## src/keyed_watermark_cell_pattern_top_assert.svh

```systemverilog
// Assertion macros used by the RTL controller
`ifndef KEYED_WATERMARK_CELL_PATTERN_TOP_ASSERT_SVH
`define KEYED_WATERMARK_CELL_PATTERN_TOP_ASSERT_SVH

// a implies b on the same edge
`define KWCP_ASSERT_IMPL(lbl, a, b) \
    lbl: assert property (@(posedge clk) disable iff (!rst_n) (a) |-> (b)) \
        else $error("assertion failed");

// a implies b on the next edge
`define KWCP_ASSERT_NEXT(lbl, a, b) \
    lbl: assert property (@(posedge clk) disable iff (!rst_n) (a) |=> (b)) \
        else $error("assertion failed");

`endif

```

## src/kwcp_pkg.sv

```systemverilog
// Package: shared constants, types and functions for the watermark cell pattern
`timescale 1ns / 1ps
package kwcp_pkg;
    localparam int GRID_CELLS_DEF     = 1024;
    localparam int TOTAL_CELLS_DEF    = 1024;
    localparam int DATA_CELLS_DEF     = 960;
    localparam int REPEAT_PER_BIT_DEF = 24;
    localparam int PAYLOAD_BITS_DEF   = 32;

    localparam logic [31:0] KEY_RESET  = 32'h5A17C0DE;
    localparam logic [31:0] MIX_MUL_A  = 32'h7FEB352D;
    localparam logic [31:0] MIX_MUL_B  = 32'h846CA68B;
    localparam logic [7:0]  CRC_POLY   = 8'h07;
    localparam logic [31:0] PILOT_SALT = 32'h50110000;
    localparam logic [31:0] PERM_SALT  = 32'h9E3779B9;

    localparam logic CFG_PAYLOAD = 1'b0;
    localparam logic CFG_KEY     = 1'b1;

    typedef enum logic [3:0] {
        ST_IDLE,
        ST_INIT,
        ST_SH_HASH,
        ST_SH_DIV,
        ST_SH_RDI,
        ST_SH_RDJ,
        ST_SH_WR,
        ST_SH_WRJ,
        ST_RUN,
        ST_RD,
        ST_DONE
    } state_t;

    // controller to datapath commands
    typedef struct packed {
        logic load_item;
        logic init_step;
        logic hash_start;
        logic div_start;
        logic rd_i;
        logic rd_j;
        logic wr_swap;
        logic wr_j;
        logic run_start;
        logic rd_cell;
        logic out_load;
        logic built_set;
    } cmd_t;

    typedef struct packed {
        logic init_last;
        logic hash_done;
        logic div_done;
        logic shuffle_last;
        logic built;
    } status_t;

    function automatic logic [7:0] crc8_word(input logic [31:0] w);
        logic [7:0] c;
        c = 8'h00;
        for (int b = 0; b < 4; b++) begin
            c = c ^ w[8*b +: 8];
            for (int k = 0; k < 8; k++) begin
                c = c[7] ? ((c << 1) ^ CRC_POLY) : (c << 1);
            end
        end
        return c;
    endfunction
endpackage

```

## src/kwcp_ctrl.sv

```systemverilog
// Controller: permutation build sequence and per-item sequencing
`timescale 1ns / 1ps
`include "keyed_watermark_cell_pattern_top_assert.svh"
module kwcp_ctrl
(
    input  logic                clk,
    input  logic                rst_n,
    input  logic                in_valid,
    output logic                in_stall,
    output logic                out_valid,
    input  logic                out_stall,
    output kwcp_pkg::cmd_t      cmd,
    input  kwcp_pkg::status_t   status
);
    import kwcp_pkg::*;

    state_t state_reg, state_next;
    logic   ovalid_reg, ovalid_next;
    logic   ovalid_load;

    always_comb
    begin
        state_next = state_reg;
        unique case (state_reg)
            ST_IDLE:    if (in_valid) state_next = status.built ? ST_RUN : ST_INIT;
            ST_INIT:    if (status.init_last) state_next = ST_SH_HASH;
            ST_SH_HASH: if (status.hash_done) state_next = ST_SH_DIV;
            ST_SH_DIV:  if (status.div_done) state_next = ST_SH_RDI;
            ST_SH_RDI:  state_next = ST_SH_RDJ;
            ST_SH_RDJ:  state_next = ST_SH_WR;
            ST_SH_WR:   state_next = ST_SH_WRJ;
            ST_SH_WRJ:  state_next = status.shuffle_last ? ST_RUN : ST_SH_HASH;
            ST_RUN:     if (status.hash_done) state_next = ST_RD;
            ST_RD:      state_next = ST_DONE;
            ST_DONE:    if (!ovalid_reg || !out_stall) state_next = ST_IDLE;
            default:    state_next = ST_IDLE;
        endcase
    end

    logic sh_first, run_first;
    logic prev_hash_reg, prev_run_reg;

    always_comb
    begin
        cmd         = '0;
        in_stall    = (state_reg != ST_IDLE);
        ovalid_load = 1'b0;
        cmd.load_item = (state_reg == ST_IDLE) && in_valid;
        unique case (state_reg)
            ST_INIT:    cmd.init_step = 1'b1;
            ST_SH_HASH: cmd.hash_start = sh_first;
            ST_SH_RDI:  cmd.rd_i = 1'b1;
            ST_SH_RDJ:  cmd.rd_j = 1'b1;
            ST_SH_WR:   cmd.wr_swap = 1'b1;
            // second half of the swap: write old table[i] to slot j
            ST_SH_WRJ:
            begin
                cmd.wr_j      = 1'b1;
                cmd.built_set = status.shuffle_last;
            end
            ST_RUN:     cmd.run_start = run_first;
            ST_RD:      cmd.rd_cell = 1'b1;
            ST_DONE:
            begin
                if (!ovalid_reg || !out_stall)
                begin
                    cmd.out_load = 1'b1;
                    ovalid_load  = 1'b1;
                end
            end
            default:    ;
        endcase
        if (state_reg == ST_SH_HASH && status.hash_done)
        begin
            cmd.div_start = 1'b1;
        end
    end

    assign sh_first  = !prev_hash_reg;
    assign run_first = !prev_run_reg;

    always_comb
    begin
        ovalid_next = ovalid_reg;
        if (ovalid_load)
        begin
            ovalid_next = 1'b1;
        end
        else if (!out_stall)
        begin
            ovalid_next = 1'b0;
        end
    end

    always_ff @(posedge clk or negedge rst_n)
    begin
        if (!rst_n)
        begin
            state_reg     <= ST_IDLE;
            ovalid_reg    <= 1'b0;
            prev_hash_reg <= 1'b0;
            prev_run_reg  <= 1'b0;
        end
        else
        begin
            state_reg     <= state_next;
            ovalid_reg    <= ovalid_next;
            prev_hash_reg <= (state_reg == ST_SH_HASH) && (state_next == ST_SH_HASH);
            prev_run_reg  <= (state_reg == ST_RUN) && (state_next == ST_RUN);
        end
    end

    assign out_valid = ovalid_reg;

    `KWCP_ASSERT_IMPL(a_no_accept_busy, (state_reg != ST_IDLE), in_stall)
    `KWCP_ASSERT_NEXT(a_load_valid, ovalid_load, out_valid)
    `KWCP_ASSERT_NEXT(a_stall_hold, (out_valid && out_stall), out_valid)
    `KWCP_ASSERT_IMPL(a_build_done_run, cmd.built_set, (state_next == ST_RUN))
endmodule

```

## config.mk

```make
export PLATFORM = sky130hd
export DESIGN_NAME = kwcp_ctrl
export DESIGN_NICKNAME = d
export VERILOG_FILES = /design/src/kwcp_pkg.sv /design/src/kwcp_ctrl.sv
export VERILOG_INCLUDE_DIRS = /design/src /design/src/src
export SDC_FILE = /design/constraint.sdc
export NUM_CORES = 1
export LEC_CHECK = 0
export BUFFER_PORTS_ARGS = -buffer_cell sky130_fd_sc_hd__buf_2
export CORE_AREA = 5 5 42 44
export CTS_CLUSTER_DIAMETER = 50
export CTS_CLUSTER_SIZE = 30
export DETAILED_ROUTE_END_ITERATION = 8
export DIE_AREA = 0 0 47 49
export GPL_TIMING_DRIVEN = 1
export PLACE_DENSITY = 0.69
export SYNTH_ARGS = -nofsm -noshare
export SYNTH_HDL_FRONTEND = slang
export SYNTH_SLANG_ARGS = --single-unit
```

## constraint.sdc

```tcl
create_clock -name clk -period 1.2 [get_ports clk]
set_input_delay 0.06 -clock clk [delete_from_list [all_inputs] [get_ports clk]]
set_output_delay 0.06 -clock clk [all_outputs]
set_load 0.1 [all_outputs]
```

# Yosys cells after proc, flatten, opt, wreduce, memory -nomap -nowiden
# Index checks and enable logic that the tools add are counted.
# totals
regBits,7
input_bits,9
out_inout_bits,14
word_cells,51
# op_classes
n_eq_ne,13
mux,23
n_reduce_logical,11
# ops
operator,count
$pmux W4 S11,1
$mux W4,8
$eq A4 B3 Y1 const B,4
$eq A4 B4 Y1 const B,4
$mux W1,14
$eq A4 B2 Y1 const B,3
$eq A4 B1 Y1 const B,1
$logic_and A1 B1 Y1,4
$logic_not A1 Y1,4
$logic_not A4 Y1,1
$reduce_bool A4 Y1,1
$ne A2 B1 Y1 const B,1
$logic_or A1 B1 Y1,1

# Longest topological paths before layout
# depth
ltp_word,6
mapped_depth,5
ltp_nobuf,3

# Worst setup path before layout
# No wires, ideal clock.
# synth_path
kind,reg-to-output
startpoint,register state_reg[2]
endpoint,output port cmd[3] (netlist bit)
arrival_ps,3567
required_time_ps,1140
slack_ps,-2427
path_stages_with_launch,4
n_path_buf,1
path_cell_list,dfrtp_1 > buf_4 > nand2b_1 > nor4_1
# synth_rtl
item,line,rtl
"start, declared",kwcp_ctrl.sv:17,"state_t state_reg, state_next;"
"start signal, assigned",kwcp_ctrl.sv:106,state_reg <= state_next;
"end, declared",kwcp_ctrl.sv:12,"output kwcp_pkg::cmd_t cmd,"

==> impl_metrics.py <==
metrics = {
    "die": {
        "dieArea_sq_mm": 0.00230,
        "coreArea_sq_mm": 0.00140,
        "die_w_um": 47,
        "die_h_um": 49,
        "std_cell_rows": 14,
        "start_util_pct": 35.8,
        "io_pins": 23,
    },
    "clocking": {
        "clkTransAtPathRegs_ns": 0.06,
        "cts_htree_levels": 1,
        "cts.sinks": 7,
        "clock_path_buffers": 2,
        "cts_made_buffers": 3,
        "cts_root_buffer": "clkbuf_4",
        "cts_tree": "done",
        "clk_latency_ns": 0.26,
    },
    "setup_path": {
        "max_stage_delay_ns": 0.47,
        "cp-end-kind": "primary output",
        "crit_buf_inv": 1,
        "worstPathRequired_ns": 1.14,
        "crit_fanout": 8,
        "startpoint_type": "register",
        "critical_path.top_delay_family": "simple AND/OR/NAND/NOR gates",
        "cp.arrival_ns": 1.41,
        "critPathKind": "reg -> out",
        "slowest_stage": "dfrtp_2",
        "crit_chain": "or2b_4 > nor3_4 > buf_12",
    },
    "detailed_routing": {
        "dr.first_iter.drc_count": 11,
        "post_drt_wl_per_cell_um": 16.9,
        "ant_nets": 0,
        "route.detailed.drc": 0,
        "via_per_inst": 5.34,
        "first_pass_iters": 4,
        "wl_um": 2150,
        "num_vias": 678,
    },
    "timing": {
        "setup_viol": 16,
        "rsz0062_at_grt": "true",
        "slew_viol_final": 0,
        "relSlewSlack_pct": 82.2,
        "setup_slack_ns": -0.266,
        "fin_skew_ns": 0.00338,
        "hold_ws_ns": 0.0438,
        "tightestPinTransition_ns": 0.263,
        "finalHoldViolCount": 0,
        "min_period_ns": 1.47,
        "max_freq_ghz": 0.682,
        "period_share_pct": 122,
    },
    "grt": {
        "overflow": 0,
        "use_met1_pct": 23.4,
        "grt_pass1_wl_um": 3160,
        "grt_max_degree": 9,
        "grtUsageMet2_pct": 32.6,
        "met3_usage_pct": 2.95,
        "grt_pass1_vias": 657,
        "top_usage_layer": "met2",
        "track_usage_pct": 19.9,
        "grt_antenna_before_repair": 0,
    },
    "finish": {
        "largest_register_ffs": 4,
        "fin_nets": 121,
        "fin_area_sq_mm": 0.00127,
        "syn2layout_area_growth_pct": 153,
        "antenna_cells": 0,
        "drive_gt1_share_pct": 74.8,
    },
    "job": {
        "drv_cap": 0,
    },
    "logic_synthesis": {
        "synthDistinctLibCells": 32,
        "synth_area_leaders": "dfrtp_1 35%, nor2_1 6.0%, buf_4 4.5%, nand2_1 3.7%, nand4b_1 3.5%",
        "synth_nets": 69,
        "netlist.top_cell.by_area": "dfrtp_1",
        "synth_flop_cell": "dfrtp_1",
        "seq_area_frac_synth_pct": 34.9,
        "syn_area_per_cell_sq_um": 8.36,
        "yosysMostFrequentCell": "nor2_1",
        "yosysWarnings": 0,
        "synthTopCellsByCount": "8 x nor2_1, 7 x dfrtp_1, 5 x nand2_1",
        "synth_area_sq_um": 502,
        "synth.ff_latch_count": 7,
        "netlist.area_leader.share_pct": 34.9,
        "synth_edf_count": 0,
        "syn-instance-count": 60,
        "async_flop_share_pct": 100,
    },
    "place": {
        "port_buffers": 22,
        "gp_congestion": 0.836,
        "placed_area_sq_mm": 0.00107,
        "dp_hpwl_um": 1310,
        "place_ws_ns": -0.106,
    },
    "run_status": {
        "violations": "setup timing",
        "status": "complete, but fails checks",
    },
    "min_path": {
        "worstHoldPathType": "in -> reg",
    },
}
==> metrics by stage <==
stage               util (%)  TNS (ns)  std cells
global placement        76.1   -0.0893        113
floorplan                  -     -3.58         60
detailed placement      76.1    -0.345        113
finish                  90.4     -3.46        127
CTS                     86.2     -2.84        123
global route            90.4     -4.24        127
==> logic make-up after synthesis <==
kind of cell	count (synthesis)	share of synthesized area (%)
flip-flops	7	34.9
AO/OA/AOI/OAI	11	15.7
buffers and inverters	8	10.5
AND/OR/NAND/NOR	33	36.9
multiplexers	1	2.00
==> cell type report <==
type	count	area, sq um
Tap cell	16	20.0
Clock buffer	4	26.3
Sequential cell	7	181
Timing Repair Buffer	52	597
Multi-Input combinational cell	45	428
Inverter	3	15.0
Fill cell	59	134
==> worst register-to-register path, stage by stage (launching register included) <==
cell and delay [ns]:
dfrtp_2 0.47, buf_4 0.16, buf_4 0.13, nor4bb_2 0.17
a221oi_2 0.19, o221ai_1 0.14
==> cell usage in the layout, fill, tap and decap left out, types with 2 or more instances in the layout <==
master and count:
buf_6 13, o21ai_1 2, clkbuf_4 3, a21oi_1 2, nor2_1 2, nor2_4 7
buf_12 14, nand2b_4 2, nand4b_1 2, dfrtp_1 4, buf_4 16, dfrtp_2 2
buf_2 8, nand2_1 2, nor3_4 3, nand2_2 3
==> final timing paths <==
| check | cells past startpoint | slack [ns] | start | end |
|---|---|---|---|---|
| worst min-delay path | 2 | 0.04 | status[0] | state_reg[0] |
| min in group asynchronous | 2 | 0.18 | rst_n | state_reg[3] |
| worst min register to register | 2 | 0.63 | out_valid | out_valid |
| max in group asynchronous | 2 | 0.83 | rst_n | out_valid |
| worst max-delay path | 3 | -0.27 | state_reg[1] | cmd[10] |
| worst max register to register | 5 | -0.19 | state_reg[1] | state_reg[0] |
==> routing by layer <==
layer / share of wire, % / vias up
met5: 0 / -
met4: 2.0 / 0
met3: 3.4 / 4
met2: 53 / 20
met1: 41 / 335
li1: - / 319
==> timing repair <==
action                                  4_1_cts  5_1_grt
setup buffers                                 7        4
hold buffers                                  1        0
gates resized for setup                      18        7
endpoints found under the hold margin         7        0
pin swaps                                    10        7
endpoints found under the setup margin       16       17
Power is not shown: default switching activity piles up to over one toggle a cycle in this logic, so the estimate is an artifact.
